$ cat config.mk
export PLATFORM = sky130hd
export DESIGN_NAME = three_wire_rtc_master
export DESIGN_NICKNAME = d
export VERILOG_FILES = /design/src/rtcm_pkg.sv /design/src/rtcm_front.sv /design/src/rtcm_queue.sv /design/src/rtcm_back.sv /design/src/three_wire_rtc_master.sv
export SDC_FILE = /design/constraint.sdc
export NUM_CORES = 1
export LEC_CHECK = 0
export ABC_AREA = 1
export BUFFER_PORTS_ARGS = -buffer_cell sky130_fd_sc_hd__buf_2
export CORE_MARGIN = 2
export CORE_UTILIZATION = 60
export CTS_CLUSTER_SIZE = 28
export DETAILED_ROUTE_END_ITERATION = 12
export PLACE_DENSITY = 0.85
export REMOVE_ABC_BUFFERS = 1
export SLEW_MARGIN = 10
export SYNTH_ARGS = -nofsm -noshare
export SYNTH_HDL_FRONTEND = slang
export SYNTH_SLANG_ARGS = --single-unit
export TNS_END_PERCENT = 20
$ cat constraint.sdc
create_clock -name clk -period 4.45 [get_ports clk]
set_input_delay 0.2225 -clock clk [delete_from_list [all_inputs] [get_ports clk]]
set_output_delay 0.2225 -clock clk [all_outputs]
set_load 0.005 [all_outputs]
$ cat src/rtcm_pkg.sv
package rtcm_pkg;

	// Depth of the request queue between the front and the back.
	localparam int QueueDepth = 2;
	localparam int QueuePtrW  = (QueueDepth > 1) ? $clog2(QueueDepth) : 1;
	localparam int QueueCntW  = $clog2(QueueDepth + 1);

	// Fixed bytes and field codes of the serial protocol.
	localparam logic [7:0] WP_CMD_BYTE      = 8'h8E;
	localparam logic [7:0] WP_DATA_BYTE     = 8'h00;
	localparam logic [7:0] HALF_BIT_RESET   = 8'd16;
	localparam logic [3:0] CMD_CLOCK_PREFIX = 4'b1000;
	localparam logic [1:0] CMD_RAM_PREFIX   = 2'b11;
	localparam logic [2:0] FIELD_HOUR       = 3'd2;
	localparam logic [2:0] FIELD_WEEKDAY    = 3'd5;
	localparam logic [2:0] LAST_BIT         = 3'd7;
	localparam logic [7:0] HOUR12_MASK      = 8'b0001_1111;
	localparam logic [7:0] HOUR24_MASK      = 8'b0011_1111;
	localparam logic [7:0] BCD_MAX          = 8'd99;
	localparam int         PM_BIT           = 5;
	localparam int         TWELVE_BIT       = 7;

	// Transaction sequencer steps.
	typedef enum logic [7:0] {
		ST_IDLE    = 8'b0000_0001,
		ST_WP_CMD  = 8'b0000_0010,
		ST_WP_DATA = 8'b0000_0100,
		ST_GAP     = 8'b0000_1000,
		ST_CMD     = 8'b0001_0000,
		ST_WDATA   = 8'b0010_0000,
		ST_RDATA   = 8'b0100_0000,
		ST_END     = 8'b1000_0000
	} step_t;

	// One classified tick as it travels from the front to the back.
	typedef struct packed {
		logic       start;
		logic       is_write;
		logic       is_raw;
		logic       is_hour;
		logic [7:0] cmd;
		logic [7:0] wdata;
		logic       din;
	} item_t;

	// Pin levels and status produced for one tick.
	typedef struct packed {
		logic       chip_enable;
		logic       serial_clock;
		logic       data_pin_out;
		logic       data_drive;
		logic       busy;
		logic       done;
		logic [7:0] read_value;
		logic       read_pm;
		logic       read_twelve_hour;
	} result_t;

	// Binary to BCD with saturation at 99; tens found by a reciprocal multiply.
	function automatic logic [7:0] to_bcd(input logic [7:0] v);
		logic [6:0]  sat;
		logic [14:0] prod;
		logic [3:0]  tens;
		logic [6:0]  tens_x10;
		logic [6:0]  units;
		sat      = (v > BCD_MAX) ? BCD_MAX[6:0] : v[6:0];
		prod     = 15'(sat) * 15'd205;
		tens     = prod[14:11];
		tens_x10 = 7'({tens, 3'b000}) + 7'({tens, 1'b0});
		units    = sat - tens_x10;
		return {tens, units[3:0]};
	endfunction

	// BCD to binary, digits unchecked.
	function automatic logic [7:0] from_bcd(input logic [7:0] b);
		logic [7:0] t;
		t = {4'b0000, b[7:4]};
		return (t << 3) + (t << 1) + {4'b0000, b[3:0]};
	endfunction

endpackage

$ cat src/rtcm_front.sv
module rtcm_front import rtcm_pkg::*; (
	input  logic       in_valid,
	output logic       in_ready,
	input  logic       start_req,
	input  logic [1:0] operation,
	input  logic [2:0] field_index,
	input  logic [4:0] ram_offset,
	input  logic [7:0] write_value,
	input  logic       write_pm,
	input  logic       write_twelve_hour,
	input  logic       data_pin_in,
	input  logic       q_full,
	output logic       q_push,
	output item_t      q_item
);

	logic       is_ram;
	logic       is_hour;
	logic       is_weekday;
	logic [7:0] bcd_value;

	// Accept a tick whenever the queue has room.
	assign in_ready = !q_full;
	assign q_push   = in_valid && !q_full;

	// Classify the request and build its command and data bytes.
	assign is_ram     = operation[1];
	assign is_hour    = !is_ram && (field_index == FIELD_HOUR);
	assign is_weekday = !is_ram && (field_index == FIELD_WEEKDAY);
	assign bcd_value  = to_bcd(write_value);

	always_comb begin
		q_item          = '0;
		q_item.start    = start_req;
		q_item.is_write = operation[0];
		q_item.is_raw   = is_ram || is_weekday;
		q_item.is_hour  = is_hour;
		q_item.din      = data_pin_in;
		if (is_ram) begin
			q_item.cmd = {CMD_RAM_PREFIX, ram_offset, !operation[0]};
		end else begin
			q_item.cmd = {CMD_CLOCK_PREFIX, field_index, !operation[0]};
		end
		if (is_ram || is_weekday) begin
			q_item.wdata = write_value;
		end else if (is_hour) begin
			q_item.wdata = bcd_value;
			q_item.wdata[PM_BIT]     = bcd_value[PM_BIT] | write_pm;
			q_item.wdata[TWELVE_BIT] = bcd_value[TWELVE_BIT] | write_twelve_hour;
		end else begin
			q_item.wdata = bcd_value;
		end
	end

endmodule

$ cat src/rtcm_queue.sv
module rtcm_queue import rtcm_pkg::*; (
	input  logic  clk,
	input  logic  arst_n,
	input  logic  push,
	input  item_t push_item,
	input  logic  pop,
	output item_t pop_item,
	output logic  full,
	output logic  empty
);

	item_t                 mem_q [QueueDepth];
	logic [QueuePtrW-1:0]  wr_ptr_q;
	logic [QueuePtrW-1:0]  rd_ptr_q;
	logic [QueueCntW-1:0]  count_q;
	logic                  do_push;
	logic                  do_pop;

	assign full     = (count_q == QueueCntW'(QueueDepth));
	assign empty    = (count_q == '0);
	assign do_push  = push && !full;
	assign do_pop   = pop && !empty;
	assign pop_item = mem_q[rd_ptr_q];

	// Entry storage.
	always_ff @(posedge clk) begin
		if (do_push) begin
			mem_q[wr_ptr_q] <= push_item;
		end
	end

	// Pointers and fill count.
	always_ff @(posedge clk or negedge arst_n) begin
		if (!arst_n) begin
			wr_ptr_q <= '0;
			rd_ptr_q <= '0;
			count_q  <= '0;
		end else begin
			if (do_push) begin
				wr_ptr_q <= (wr_ptr_q == QueuePtrW'(QueueDepth - 1)) ? '0
					: wr_ptr_q + QueuePtrW'(1);
			end
			if (do_pop) begin
				rd_ptr_q <= (rd_ptr_q == QueuePtrW'(QueueDepth - 1)) ? '0
					: rd_ptr_q + QueuePtrW'(1);
			end
			if (do_push && !do_pop) begin
				count_q <= count_q + QueueCntW'(1);
			end else if (do_pop && !do_push) begin
				count_q <= count_q - QueueCntW'(1);
			end
		end
	end

endmodule

$ cat src/rtcm_back.sv
module rtcm_back import rtcm_pkg::*; (
	input  logic       clk,
	input  logic       arst_n,
	input  logic       cfg_write_en,
	input  logic [7:0] cfg_write_data,
	input  logic       q_empty,
	input  item_t      q_item,
	output logic       q_pop,
	output logic       out_valid,
	input  logic       out_ready,
	output result_t    result
);

	logic [7:0] half_bit_q;
	step_t      step_q;
	logic       high_q;
	logic [2:0] bit_q;
	logic [7:0] delay_q;
	logic [7:0] shift_q;
	item_t      held_q;
	logic [7:0] last_value_q;
	logic       last_pm_q;
	logic       last_twelve_q;
	result_t    out_q;
	logic       out_valid_q;

	step_t      cur_step;
	logic       cur_high;
	logic [2:0] cur_bit;
	logic [7:0] cur_delay;
	logic [7:0] cur_shift;
	item_t      cur_held;
	step_t      nxt_step;
	logic       nxt_high;
	logic [2:0] nxt_bit;
	logic [7:0] nxt_delay;
	logic [7:0] nxt_shift;
	logic [7:0] nxt_value;
	logic       nxt_pm;
	logic       nxt_twelve;
	logic [7:0] limit;
	logic [7:0] delay_inc;
	logic [7:0] hour_bits;
	result_t    res;

	// Take the next tick once the result register can move on.
	assign q_pop     = !q_empty && (!out_valid_q || out_ready);
	assign out_valid = out_valid_q;
	assign result    = out_q;

	assign limit     = (half_bit_q == '0) ? 8'd1 : half_bit_q;
	assign hour_bits = cur_shift[TWELVE_BIT] ? (cur_shift & HOUR12_MASK)
		: (cur_shift & HOUR24_MASK);

	// One tick of the transaction sequencer.
	always_comb begin
		cur_step  = step_q;
		cur_high  = high_q;
		cur_bit   = bit_q;
		cur_delay = delay_q;
		cur_shift = shift_q;
		cur_held  = held_q;

		// A new request is taken only while idle and starts on this tick.
		if (step_q == ST_IDLE && q_item.start) begin
			cur_held  = q_item;
			cur_step  = q_item.is_write ? ST_WP_CMD : ST_CMD;
			cur_high  = 1'b0;
			cur_bit   = '0;
			cur_delay = '0;
			cur_shift = q_item.is_write ? WP_CMD_BYTE : q_item.cmd;
		end

		nxt_step   = cur_step;
		nxt_high   = cur_high;
		nxt_bit    = cur_bit;
		nxt_delay  = cur_delay;
		nxt_shift  = cur_shift;
		nxt_value  = last_value_q;
		nxt_pm     = last_pm_q;
		nxt_twelve = last_twelve_q;
		delay_inc  = cur_delay + 8'd1;
		res        = '0;

		if (cur_step != ST_IDLE) begin
			res.busy = 1'b1;

			// Pin levels for this tick.
			if (cur_step != ST_GAP && cur_step != ST_END) begin
				res.chip_enable  = 1'b1;
				res.serial_clock = cur_high;
				if (cur_step == ST_RDATA) begin
					if (!cur_high && cur_delay == '0) begin
						nxt_shift = {q_item.din, cur_shift[7:1]};
					end
				end else begin
					res.data_drive   = 1'b1;
					res.data_pin_out = cur_shift[0];
				end
			end

			// Phase timing and step advance.
			if (delay_inc < limit) begin
				nxt_delay = delay_inc;
			end else if (cur_step == ST_GAP) begin
				nxt_step  = ST_CMD;
				nxt_high  = 1'b0;
				nxt_bit   = '0;
				nxt_delay = '0;
				nxt_shift = cur_held.cmd;
			end else if (cur_step == ST_END) begin
				res.done  = 1'b1;
				nxt_step  = ST_IDLE;
				nxt_high  = 1'b0;
				nxt_bit   = '0;
				nxt_delay = '0;
			end else if (!cur_high) begin
				nxt_delay = '0;
				nxt_high  = 1'b1;
			end else begin
				nxt_delay = '0;
				nxt_high  = 1'b0;
				if (cur_step != ST_RDATA) begin
					nxt_shift = {1'b0, cur_shift[7:1]};
				end
				if (cur_bit != LAST_BIT) begin
					nxt_bit = cur_bit + 3'd1;
				end else begin
					nxt_bit = '0;
					case (cur_step)
						ST_WP_CMD: begin
							nxt_step  = ST_WP_DATA;
							nxt_shift = WP_DATA_BYTE;
						end
						ST_WP_DATA: begin
							nxt_step = ST_GAP;
						end
						ST_CMD: begin
							nxt_step  = cur_held.is_write ? ST_WDATA : ST_RDATA;
							nxt_shift = cur_held.is_write ? cur_held.wdata : 8'h00;
						end
						default: begin
							// Data byte finished: store a read, then close.
							if (cur_step == ST_RDATA) begin
								if (cur_held.is_raw) begin
									nxt_value = cur_shift;
								end else if (cur_held.is_hour) begin
									nxt_value  = from_bcd(hour_bits);
									nxt_pm     = cur_shift[PM_BIT];
									nxt_twelve = cur_shift[TWELVE_BIT];
								end else begin
									nxt_value = from_bcd(cur_shift);
								end
							end
							nxt_step = ST_END;
						end
					endcase
				end
			end
		end

		res.read_value       = nxt_value;
		res.read_pm          = nxt_pm;
		res.read_twelve_hour = nxt_twelve;
	end

	// Held request fields.
	always_ff @(posedge clk) begin
		if (q_pop) begin
			held_q <= cur_held;
		end
	end

	// Result register payload.
	always_ff @(posedge clk) begin
		if (q_pop) begin
			out_q <= res;
		end
	end

	// Configuration, sequencer state and result valid.
	always_ff @(posedge clk or negedge arst_n) begin
		if (!arst_n) begin
			half_bit_q    <= HALF_BIT_RESET;
			step_q        <= ST_IDLE;
			high_q        <= 1'b0;
			bit_q         <= '0;
			delay_q       <= '0;
			shift_q       <= '0;
			last_value_q  <= '0;
			last_pm_q     <= 1'b0;
			last_twelve_q <= 1'b0;
			out_valid_q   <= 1'b0;
		end else begin
			if (cfg_write_en) begin
				half_bit_q <= cfg_write_data;
			end
			if (q_pop) begin
				step_q        <= nxt_step;
				high_q        <= nxt_high;
				bit_q         <= nxt_bit;
				delay_q       <= nxt_delay;
				shift_q       <= nxt_shift;
				last_value_q  <= nxt_value;
				last_pm_q     <= nxt_pm;
				last_twelve_q <= nxt_twelve;
				out_valid_q   <= 1'b1;
			end else if (out_ready) begin
				out_valid_q <= 1'b0;
			end
		end
	end

endmodule

$ cat src/three_wire_rtc_master.sv
// Three-wire serial clock chip master; each request is one tick of pin activity.
// A tick's result passes through the queue and then the result register before it reaches the outputs.
// Throughput: one tick per cycle from the back end's sequencer unless out_ready stalls it.
// A two-entry queue lets intake continue while a result waits on the output side.
// Reset (arst_n low, asynchronous) empties the queue, idles the sequencer, clears the
// last read value and loads a half bit time of 16 ticks.
module three_wire_rtc_master import rtcm_pkg::*; (
	input  logic       clk,
	input  logic       arst_n,
	input  logic       cfg_write_en,
	input  logic [7:0] cfg_write_data,
	input  logic       in_valid,
	output logic       in_ready,
	input  logic       start_req,
	input  logic [1:0] operation,
	input  logic [2:0] field_index,
	input  logic [4:0] ram_offset,
	input  logic [7:0] write_value,
	input  logic       write_pm,
	input  logic       write_twelve_hour,
	input  logic       data_pin_in,
	output logic       out_valid,
	input  logic       out_ready,
	output logic       chip_enable,
	output logic       serial_clock,
	output logic       data_pin_out,
	output logic       data_drive,
	output logic       busy_res,
	output logic       done_res,
	output logic [7:0] read_value,
	output logic       read_pm,
	output logic       read_twelve_hour
);

	logic    q_push;
	logic    q_pop;
	logic    q_full;
	logic    q_empty;
	item_t   push_item;
	item_t   pop_item;
	result_t result;

	// Intake and classification.
	rtcm_front u_front (
		.in_valid          (in_valid),
		.in_ready          (in_ready),
		.start_req         (start_req),
		.operation         (operation),
		.field_index       (field_index),
		.ram_offset        (ram_offset),
		.write_value       (write_value),
		.write_pm          (write_pm),
		.write_twelve_hour (write_twelve_hour),
		.data_pin_in       (data_pin_in),
		.q_full            (q_full),
		.q_push            (q_push),
		.q_item            (push_item)
	);

	// Request queue between front and back.
	rtcm_queue u_queue (
		.clk       (clk),
		.arst_n    (arst_n),
		.push      (q_push),
		.push_item (push_item),
		.pop       (q_pop),
		.pop_item  (pop_item),
		.full      (q_full),
		.empty     (q_empty)
	);

	// Transaction sequencer and result register.
	rtcm_back u_back (
		.clk            (clk),
		.arst_n         (arst_n),
		.cfg_write_en   (cfg_write_en),
		.cfg_write_data (cfg_write_data),
		.q_empty        (q_empty),
		.q_item         (pop_item),
		.q_pop          (q_pop),
		.out_valid      (out_valid),
		.out_ready      (out_ready),
		.result         (result)
	);

	assign chip_enable      = result.chip_enable;
	assign serial_clock     = result.serial_clock;
	assign data_pin_out     = result.data_pin_out;
	assign data_drive       = result.data_drive;
	assign busy_res         = result.busy;
	assign done_res         = result.done;
	assign read_value       = result.read_value;
	assign read_pm          = result.read_pm;
	assign read_twelve_hour = result.read_twelve_hour;

	// A completing tick always belongs to a request in progress.
	assert property (@(posedge clk) disable iff (!arst_n)
		out_valid && done_res |-> busy_res)
		else $error("done without busy");

	// The data pin is only driven while chip enable is high.
	assert property (@(posedge clk) disable iff (!arst_n)
		out_valid && data_drive |-> chip_enable)
		else $error("data pin driven with chip enable low");

	// A released data pin carries a low output level.
	assert property (@(posedge clk) disable iff (!arst_n)
		out_valid && !data_drive |-> !data_pin_out)
		else $error("data level set while released");

	// The queue is never both full and empty, and intake stops only when it is full.
	assert property (@(posedge clk) disable iff (!arst_n)
		!(q_full && q_empty) && (in_ready || q_full))
		else $error("queue status inconsistent");

endmodule
==> impl_metrics.py, run 1 <==
metrics = {
    "clock_tree": {
        "htree_levels": 4,
        "cts_tree": "done",
        "clk_latency_ns": 0.42,
        "tritoncts.num_buffers": 17,
        "cts.sinks": 126,
        "root_buffer": "clkbuf_16",
        "clockBufferDepth": 2,
        "clkSlewWorstSetupHoldPaths_ns": 0.06,
    },
    "worst_setup_path": {
        "critPathKind": "in -> reg",
        "path_cells": "buf_2 > inv_1 > o21ai_2 > nand2_1 > buf_4 > nand2_1 > inv_1 > ha_1 > ha_1 > or2_2 > fa_1 > ha_1 > ha_1 > nand2_1 > nor4_2 > nand4_1 > nand2_2 > xor2_2 > ha_2 > nand2_1 > nand3_1 > a21oi_1 > nor2_1",
        "cp-start-kind": "primary input",
        "worstReg2RegStart": "u_back.step_q[3]",
        "critPathCaptureType": "register",
        "crit_buf_inv": 4,
        "arrival_ns": 4.35,
        "cp.required_ns": 4.62,
        "crit_path_start": "write_value[6]",
        "cp_slowest_stage_delay_ns": 0.46,
        "crit_family": "adder cells",
        "crit_path_top_delay_cell": "fa_1",
        "cp_max_fo": 3,
    },
    "logic_synthesis": {
        "ys_top_cells_by_area": "edfxtp_1 (27%), dfrtp_1 (15%), nand2_1 (11%), ha_1 (8.1%), inv_1 (5.9%)",
        "ys_warn_count": 0,
        "synth_ff_type": "edfxtp_1",
        "synth.most_common_cell": "nand2_1",
        "synth_cell_types": 53,
        "synth-seq-area-share_pct": 42.5,
        "synth_top_area_cell": "edfxtp_1",
        "netlist_area_um2": 8300,
        "avgSynthCellArea_um2": 8.35,
        "ys_ff_latch": 126,
        "synth_common_cells": "nand2_1 (247), inv_1 (131), nor2_1 (107), edfxtp_1 (75), ha_1 (54)",
        "async_reset_ff_share_pct": 40.5,
        "yosys.area.top_type_share_pct": 27.1,
        "synth_edf_count": 75,
        "syn_inst": 994,
    },
    "sta": {
        "finalSetupViolCount": 0,
        "worst_slack_ns": 0.270,
        "max_freq_mhz": 239,
        "hold_viol": 0,
        "relSlewSlack_pct": 43.6,
        "finClkSkew_ns": 0.00814,
        "finalCriticalPeriod_ns": 4.18,
        "whs_ns": 0.00714,
        "tightest_slew_ns": 0.846,
        "finalCritPeriodShare_pct": 93.9,
        "slew_viol_final": 0,
    },
    "pwr": {
        "leakagePower_nw": 4.74,
        "cellPowerDensity_nw_per_um2": 721,
        "vdd_drop_max_mv": 0.627,
        "power.total_mw": 6.98,
    },
    "global_route": {
        "grt_usage_pct": 28.1,
        "grt_pass1_wl_mm": 32.6,
        "grt_max_degree": 69,
        "grt_antenna_before_repair": 0,
        "grt_pass1_vias": 6913,
        "overflow": 0,
    },
    "cells_and_area": {
        "drive_gt1_share_pct": 19.3,
        "layout.nets": 1186,
        "final_cell_area_um2": 9680,
        "antenna_cells": 0,
        "final_util_pct": 72.3,
        "area_growth_pct": 16.7,
    },
    "die": {
        "fp.dieH_um": 122,
        "core.rowCount": 42,
        "die-area_um2": 14800,
        "initial_core_util_pct": 61.9,
        "fp.dieW_um": 122,
        "core_um2": 13400,
        "ios": 53,
    },
    "flow_run": {
        "cap_violations": 0,
    },
    "place": {
        "io_buffers": 52,
        "pre_cts_ws_ns": -0.218,
        "hpwl_mm": 14.1,
        "placed_cell_area_um2": 8910,
        "gp_congestion": 0.972,
    },
    "route": {
        "viasPerCell": 5.56,
        "drt-total-wl_mm": 19.9,
        "drt_iter0_drc": 698,
        "drc": 0,
        "dr.pass1.iters": 8,
        "num_vias": 7092,
        "postRouteAntennaNets": 0,
        "routedWlPerCell_um": 15.6,
    },
    "outcome": {
        "status": "finished, final reports clean",
    },
    "hold_path": {
        "hold_path_class": "in -> reg",
        "hp-start": "cfg_write_data[5]",
    },
}
-- through the flow --
step,TNS [ns],std cells
after floorplan,-39.24,972
after global placement,-0.177,1234
after detailed placement,-0.575,1234
after CTS,0,1273
after global routing,-0.0965,1275
final,0,1275
-- tightest hold or removal path, stage by stage --
cell     delay [ns]
buf_2          0.07
nand2_1        0.04
o21ai_0        0.06
-- placed cells by master (no fill, tap or decap), types with 13 or more instances in the layout --
cell type and n:
buf_4 35, dfrtp_1 49, nor2_1 106, o21ai_0 41, ha_1 52, nand2_1 246
nand3_1 46, nand4_1 13, edfxtp_1 75, a21oi_1 43, inv_1 130, clkbuf_16 18
buf_2 52, nand2_2 16, inv_2 13
-- area by class of cell --
cell class                      instances  area, um^2
Timing Repair Buffer                   95         603
Sequential cell                       126        3530
Multi-Input combinational cell        700        4150
Tap cell                              176         220
Clock inverter                         14         180
Inverter                              146         552
Fill cell                             981        3720
Clock buffer                           18         450
-- logic make-up after synthesis --
family,Yosys count,synth area share (%)
AND/OR/NAND/NOR,474,26.3
buffers and inverters,168,8.23
AO/OA/AOI/OAI,145,10.4
flip-flops,126,42.5
adder cells (fa/ha/maj),65,10.8
XOR/XNOR,16,1.69
-- registers in the layout, summed over array words and instances, names as in the netlist --
name	count
u_queue.mem_q	40
u_queue.rd_ptr_q	1
u_queue.count_q	2
u_back.last_twelve_q	1
u_back.last_value_q	8
u_back.out_valid	1
u_back.last_pm_q	1
u_back.half_bit_q	8
u_back.step_q	8
u_back.shift_q	8
u_back.delay_q	8
u_back.high_q	1
u_back.bit_q	3
u_queue.wr_ptr_q	1
u_back.held_q	19
u_back.result	16
-- power by group --
part           internal, mW  total (mW)  switching (mW)
Sequential             1.76        1.94           0.178
Combinational          1.23        3.58            2.35
Clock                 0.923        1.47           0.547
Total                  3.91        6.98            3.07
-- metal layers --
| metal | routed length (um) | up-vias | track usage [%] |
|---|---|---|---|
| met1 | 8260 | 3316 | 35.7 |
| met5 | 0 | - | 0 |
| met2 | 9930 | 281 | 47.9 |
| met4 | 462 | 0 | 10.3 |
| li1 | - | 3447 | - |
| met3 | 1240 | 48 | 5.71 |
-- timing repair --
action / in CTS / in global routing
setup endpoints to repair: 0 / 4
hold buffers: 7 / 1
endpoints found under the hold margin: 57 / 1
setup buffers: 0 / 1
gates resized for setup: 0 / 10
-- final timing paths --
path	end	cells past startpoint	slack, ns
worst max-delay path	u_queue.mem_q[0][4]	23	0.27
min in group asynchronous	u_queue.rd_ptr_q	3	0.45
worst max register to register	u_back.result[6]	20	0.39
worst min-delay path	u_back.half_bit_q[5]	3	0.007
max in group asynchronous	u_queue.count_q[0]	3	3.53
worst min register to register	u_queue.count_q[0]	1	0.47
Note: power is estimated with default switching activity, not from simulation.
==> run 2, diff against run 1 <==
- CORE_MARGIN: 2 -> 4
- CORE_UTILIZATION: 60 -> 35
- PLACE_DENSITY: 0.85 -> 0.57
==> run 2 against run 1 <==
  * Maximum frequency is 0.42% higher
  * Via count is 5.3% lower
  * Clock skew is 0.0018 ns lower
  * Global-route usage is 13 points lower
  * Critical path type unchanged
  * Largest cell class unchanged
==> impl_metrics.py, run 2 (synthesized netlist as in run 1, its figures left out) <==
metrics = {
    "route": {
        "postRouteAntennaNets": 0,
        "drt_iter0_drc": 386,
        "drt-total-wl_mm": 19.5,
        "routedWlPerCell_um": 13.7,
        "drc": 0,
        "dr.pass1.iters": 5,
        "num_vias": 6718,
        "viasPerCell": 4.74,
    },
    "sta": {
        "finClkSkew_ns": 0.00632,
        "max_freq_mhz": 240,
        "finalCritPeriodShare_pct": 93.5,
        "finalCriticalPeriod_ns": 4.16,
        "finalSetupViolCount": 0,
        "whs_ns": 0.0111,
        "relSlewSlack_pct": 27.9,
        "tightest_slew_ns": 1.08,
        "final.setup.tns_ns": 0,
        "slew_viol_final": 0,
        "hold_viol": 0,
    },
    "global_route": {
        "grt_pass1_wl_mm": 32.1,
        "grt_usage_pct": 15.1,
        "grt_max_degree": 69,
        "grt_pass1_vias": 6524,
        "grt_antenna_before_repair": 0,
        "overflow": 0,
    },
    "cells_and_area": {
        "layout.nets": 1186,
        "area_growth_pct": 18.5,
        "antenna_cells": 0,
        "final_cell_area_um2": 9840,
        "largest_register_ffs": 40,
        "final_util_pct": 42.0,
        "fill_cells": 2392,
        "final_common_cell": "nand2_1",
        "final_cell_mix": "nand2_1 (246), inv_1 (131), nor2_1 (103)",
        "drive_gt1_share_pct": 19.7,
        "top_register": "u_queue.mem_q",
    },
    "worst_setup_path": {
        "cp.required_ns": 4.62,
        "crit_buf_inv": 4,
        "crit_path_top_delay_cell": "fa_1",
        "crit_top_cell": "ha_1",
        "critPathKind": "in -> reg",
        "cp_max_fo": 4,
        "cp_slowest_stage_delay_ns": 0.46,
        "path_cells": "buf_2 > inv_1 > o21ai_2 > nand2_1 > inv_1 > buf_4 > nor2_1 > ha_1 > ha_1 > or2_2 > fa_1 > ha_1 > ha_1 > nand2_1 > nor4_2 > nand4_1 > nand2_2 > xor2_2 > ha_2 > nand2_1 > nand3_1 > a21oi_1 > nor2_1",
        "crit_family": "adder cells",
        "critPathCaptureType": "register",
        "arrival_ns": 4.33,
        "cp-start-kind": "primary input",
    },
    "die": {
        "fp.dieW_um": 162,
        "core_um2": 23400,
        "fp.dieH_um": 162,
        "initial_core_util_pct": 35.5,
        "ios": 53,
        "die-area_um2": 26200,
        "core.rowCount": 56,
    },
    "place": {
        "hpwl_mm": 14.6,
        "placed_cell_area_um2": 9110,
        "io_buffers": 52,
        "gp_congestion": 0.861,
    },
    "clock_tree": {
        "clkSlewWorstSetupHoldPaths_ns": 0.06,
        "clk_latency_ns": 0.42,
        "root_buffer": "clkbuf_16",
        "cts_tree": "done",
        "htree_levels": 4,
        "cts.sinks": 126,
        "tritoncts.num_buffers": 17,
        "clockBufferDepth": 2,
    },
    "flow_run": {
        "cap_violations": 0,
    },
    "pwr": {
        "cellPowerDensity_nw_per_um2": 693,
        "leakagePower_nw": 4.73,
        "vdd_drop_max_mv": 0.329,
    },
    "hold_path": {
        "hold_path_class": "in -> reg",
    },
    "outcome": {
        "status": "finished, final reports clean",
    },
}
## run 2: changes by cell type in the layout (fill, tap and decap cells not counted), moves of 2 or more
cell,delta
buf_4,+2
clkinv_2,+2
inv_6,-2
dlygate4sd3_1,-2
nor2_2,+3
nor2_1,-3
## run 2: layout make-up
cell class | instances | area, um^2 | share of cell area [%]
clock buffers | 18 | 429 | 4.36
clock inverters | 14 | 168 | 1.70
inverters | 146 | 552 | 5.61
multi-input cells | 700 | 4160 | 42.3
flip-flops and latches | 126 | 3530 | 35.9
well taps | 319 | 399 | 4.06
repair buffers | 95 | 598 | 6.08
## run 2: layer usage
metal,vias up,GRT usage (%),routed length [um]
met5,-,0,0
met4,0,4.92,318
met3,19,2.41,749
met2,126,25.7,9360
met1,3121,19.8,9020
li1,3452,-,-
## run 2: timing repair
item                       CTS  global route
hold endpoints to repair    56             0
setup endpoints to repair    0            33
gates resized for setup      0            13
buffers inserted             0             2
hold buffers                 6             0
## run 2: final timing paths
check | end | slack, ns | start | cells after the start
worst max-delay path | u_queue.mem_q[0][4] | 0.29 | write_value[5] | 23
worst max register to register | u_back.result[8] | 0.43 | u_back.step_q[0] | 18
max in group asynchronous | u_queue.wr_ptr_q | 3.48 | arst_n | 3
worst min register to register | u_queue.count_q[0] | 0.47 | u_queue.count_q[0] | 1
min in group asynchronous | u_back.bit_q[1] | 0.48 | arst_n | 3
worst min-delay path | u_back.half_bit_q[6] | 0.01 | cfg_write_data[6] | 3
## run 2: through the flow
step           total power [mW]  setup WS [ns]  std cells
6_report                   6.82          0.287       1418
5_1_grt                    7.43        -0.0106       1418
4_1_cts                    6.84          0.196       1416
3_5_place_dp               5.39         -0.241       1378
3_3_place_gp               5.33         -0.109       1378
2_1_floorplan              4.43          -1.67        972
## run 2: worst min-delay path: stages
cell and delay, ns:
buf_2 0.08, nand2_1 0.03, o21ai_0 0.06
## run 2: report_power, final
group / internal [mW] / leakage, nW / switching (mW)
Sequential: 1.76 / 1.34 / 0.162
Clock: 0.880 / 0.288 / 0.520
Combinational: 1.21 / 3.10 / 2.29
Total: 3.85 / 4.73 / 2.97
==> run 3, diff against run 2 <==
- ABC_AREA: 1 -> default
==> run 3 against run 2 <==
  * First-iteration DRC count shrank 8.3%
  * Critical path depth shrank 3
  * Area after synthesis shrank 6.9%
==> impl_metrics.py, run 3 <==
metrics = {
    "worst_setup_path": {
        "critPathKind": "in -> reg",
        "cp_max_fo": 3,
        "cp.required_ns": 4.73,
        "critPathCaptureType": "register",
        "cp-start-kind": "primary input",
        "arrival_ns": 4.49,
    },
    "sta": {
        "finClkSkew_ns": 0.00965,
        "max_freq_mhz": 237,
        "finalCritPeriodShare_pct": 94.7,
        "hold_viol": 0,
        "relSlewSlack_pct": 31.5,
        "slew_viol_final": 0,
        "worst_slack_ns": 0.235,
        "finalCriticalPeriod_ns": 4.22,
        "tightest_slew_ns": 1.03,
        "rsz0062_at_grt": "false",
        "finalSetupViolCount": 0,
    },
    "clock_tree": {
        "cts_tree": "done",
        "post_cts_buffers": 0,
        "tritoncts.num_buffers": 17,
        "clk_latency_ns": 0.43,
        "clkSlewWorstSetupHoldPaths_ns": 0.06,
        "cts.sinks": 126,
        "root_buffer": "clkbuf_16",
        "clockBufferDepth": 2,
        "htree_levels": 4,
    },
    "cells_and_area": {
        "fin_cells": 1140,
        "antenna_cells": 0,
        "final_common_cell": "nand2_1",
        "final_cell_area_um2": 9300,
        "fill_cells": 2101,
        "largest_register_ffs": 40,
        "area_growth_pct": 20.4,
        "layout.nets": 947,
        "drive_gt1_share_pct": 21.4,
        "top_register": "u_queue.mem_q",
        "final_cell_mix": "nand2_1 (93), edfxtp_1 (75), buf_4 (63)",
    },
    "logic_synthesis": {
        "syn_inst": 736,
        "ys_ff_latch": 126,
        "synth.most_common_cell": "nand2_1",
        "netlist_area_um2": 7730,
        "ys_top_cells_by_area": "edfxtp_1 (29%), dfrtp_1 (16%), ha_1 (8.7%), nand2_1 (4.5%), fa_1 (2.8%)",
        "synth_edf_count": 75,
        "synth_ff_type": "edfxtp_1",
        "synth_common_cells": "nand2_1 (93), edfxtp_1 (75), inv_1 (55), ha_1 (54), dfrtp_1 (49)",
        "synth_cell_types": 79,
        "synth-seq-area-share_pct": 45.7,
        "avgSynthCellArea_um2": 10.5,
        "yosys.area.top_type_share_pct": 29.1,
        "synth_top_area_cell": "edfxtp_1",
        "ys_warn_count": 0,
        "async_reset_ff_share_pct": 40.5,
    },
    "pwr": {
        "leakagePower_nw": 4.07,
        "power.total_mw": 4.81,
        "cellPowerDensity_nw_per_um2": 517,
        "vdd_drop_max_mv": 0.243,
    },
    "die": {
        "die-area_um2": 24500,
        "fp.dieW_um": 157,
        "initial_core_util_pct": 35.5,
        "core.rowCount": 54,
        "fp.dieH_um": 157,
        "ios": 53,
        "core_um2": 21800,
    },
    "place": {
        "io_buffers": 52,
        "dp.cells": 1101,
        "gp_congestion": 0.878,
        "placed_cell_area_um2": 8660,
        "pre_cts_ws_ns": -0.475,
        "hpwl_mm": 13.5,
    },
    "global_route": {
        "overflow": 0,
        "grt_antenna_before_repair": 0,
        "grt_usage_pct": 15.6,
        "grt_pass1_vias": 5796,
        "grt_max_degree": 55,
        "grt_pass1_wl_mm": 30.3,
    },
    "route": {
        "dr.pass1.iters": 5,
        "drt_iter0_drc": 354,
        "viasPerCell": 5.14,
        "num_vias": 5862,
        "drt-total-wl_mm": 18.3,
        "routedWlPerCell_um": 16.0,
        "postRouteAntennaNets": 0,
        "drc": 0,
    },
    "outcome": {
        "status": "finished, final reports clean",
    },
    "hold_path": {
        "hold_path_class": "in -> reg",
    },
    "flow_run": {
        "cap_violations": 0,
    },
}
## run 3: through the flow
stage	setup TNS [ns]	util, %	hold WS [ns]
2_1_floorplan	-10.35	-	-0.0731
3_3_place_gp	-1.07	39.8	0.411
3_5_place_dp	-1.54	39.8	0.408
4_1_cts	0	42.7	0.00301
5_1_grt	0	42.8	0.00300
6_report	0	42.8	0.0156
## run 3: metal layers
layer	GRT usage (%)	share of wire, %	up-vias
met2	25.3	47	140
met5	0	0	-
met1	21.2	47	2796
li1	-	-	2900
met4	5.29	1.9	0
met3	2.88	4.1	26
## run 3: where the power goes
group / total (mW) / internal, mW / switching, mW
Clock: 1.30 / 0.732 / 0.573
Combinational: 1.87 / 0.792 / 1.07
Sequential: 1.64 / 1.52 / 0.111
## run 3: worst max-delay path, cell delays in order
cell	delay (ns)
buf_2	0.11
or2_2	0.31
ha_1	0.30
inv_1	0.06
fa_1	0.53
inv_1	0.04
ha_1	0.27
inv_1	0.05
fa_1	0.52
inv_1	0.05
ha_1	0.32
a21oi_2	0.16
a21oi_1	0.08
a221oi_1	0.26
buf_4	0.16
xnor2_1	0.14
ha_1	0.29
a21boi_2	0.16
xnor3_1	0.32
o21ai_2	0.13
## run 3: repair_timing
item / 4_1_cts / 5_1_grt
gates resized for setup: 1 / 6
hold buffers: 7 / 0
cloned: 0 / 0
endpoints found under the setup margin: 2 / 8
endpoints found under the hold margin: 57 / 0
## run 3: kinds of logic after synthesis
kind of cell	count (synthesis)	synth area share (%)
and+or+nand+nor	216	13.9
AOI/OAI and AO/OA	176	15.2
DFF	126	45.7
buffers and inverters	87	4.73
adders and majority gates	65	11.6
muxes	40	5.73
xor gates and xnor gates	26	3.12
## run 3: area by class of cell
class | count | area, um^2 | area share, %
clock buffers | 18 | 429 | 4.61
clock inverters | 14 | 121 | 1.30
inverters | 57 | 214 | 2.30
multi-input cells | 523 | 3850 | 41.4
flip-flops and latches | 126 | 3530 | 38.0
well taps | 280 | 350 | 3.77
repair buffers | 122 | 803 | 8.64
## run 3: path summary, 6_finish.rpt
kind	start	end	slack (ns)	depth (start not counted)
worst max register to register	u_queue.rd_ptr_q	u_back.shift_q[4]	0.26	18
worst min-delay path	cfg_write_data[1]	u_back.half_bit_q[1]	0.02	3
min in group asynchronous	arst_n	u_back.last_value_q[2]	0.47	3
worst min register to register	u_back.last_value_q[3]	u_back.last_value_q[3]	0.48	2
max in group asynchronous	arst_n	u_back.half_bit_q[2]	3.50	3
worst max-delay path	write_value[7]	u_queue.mem_q[0][4]	0.23	20
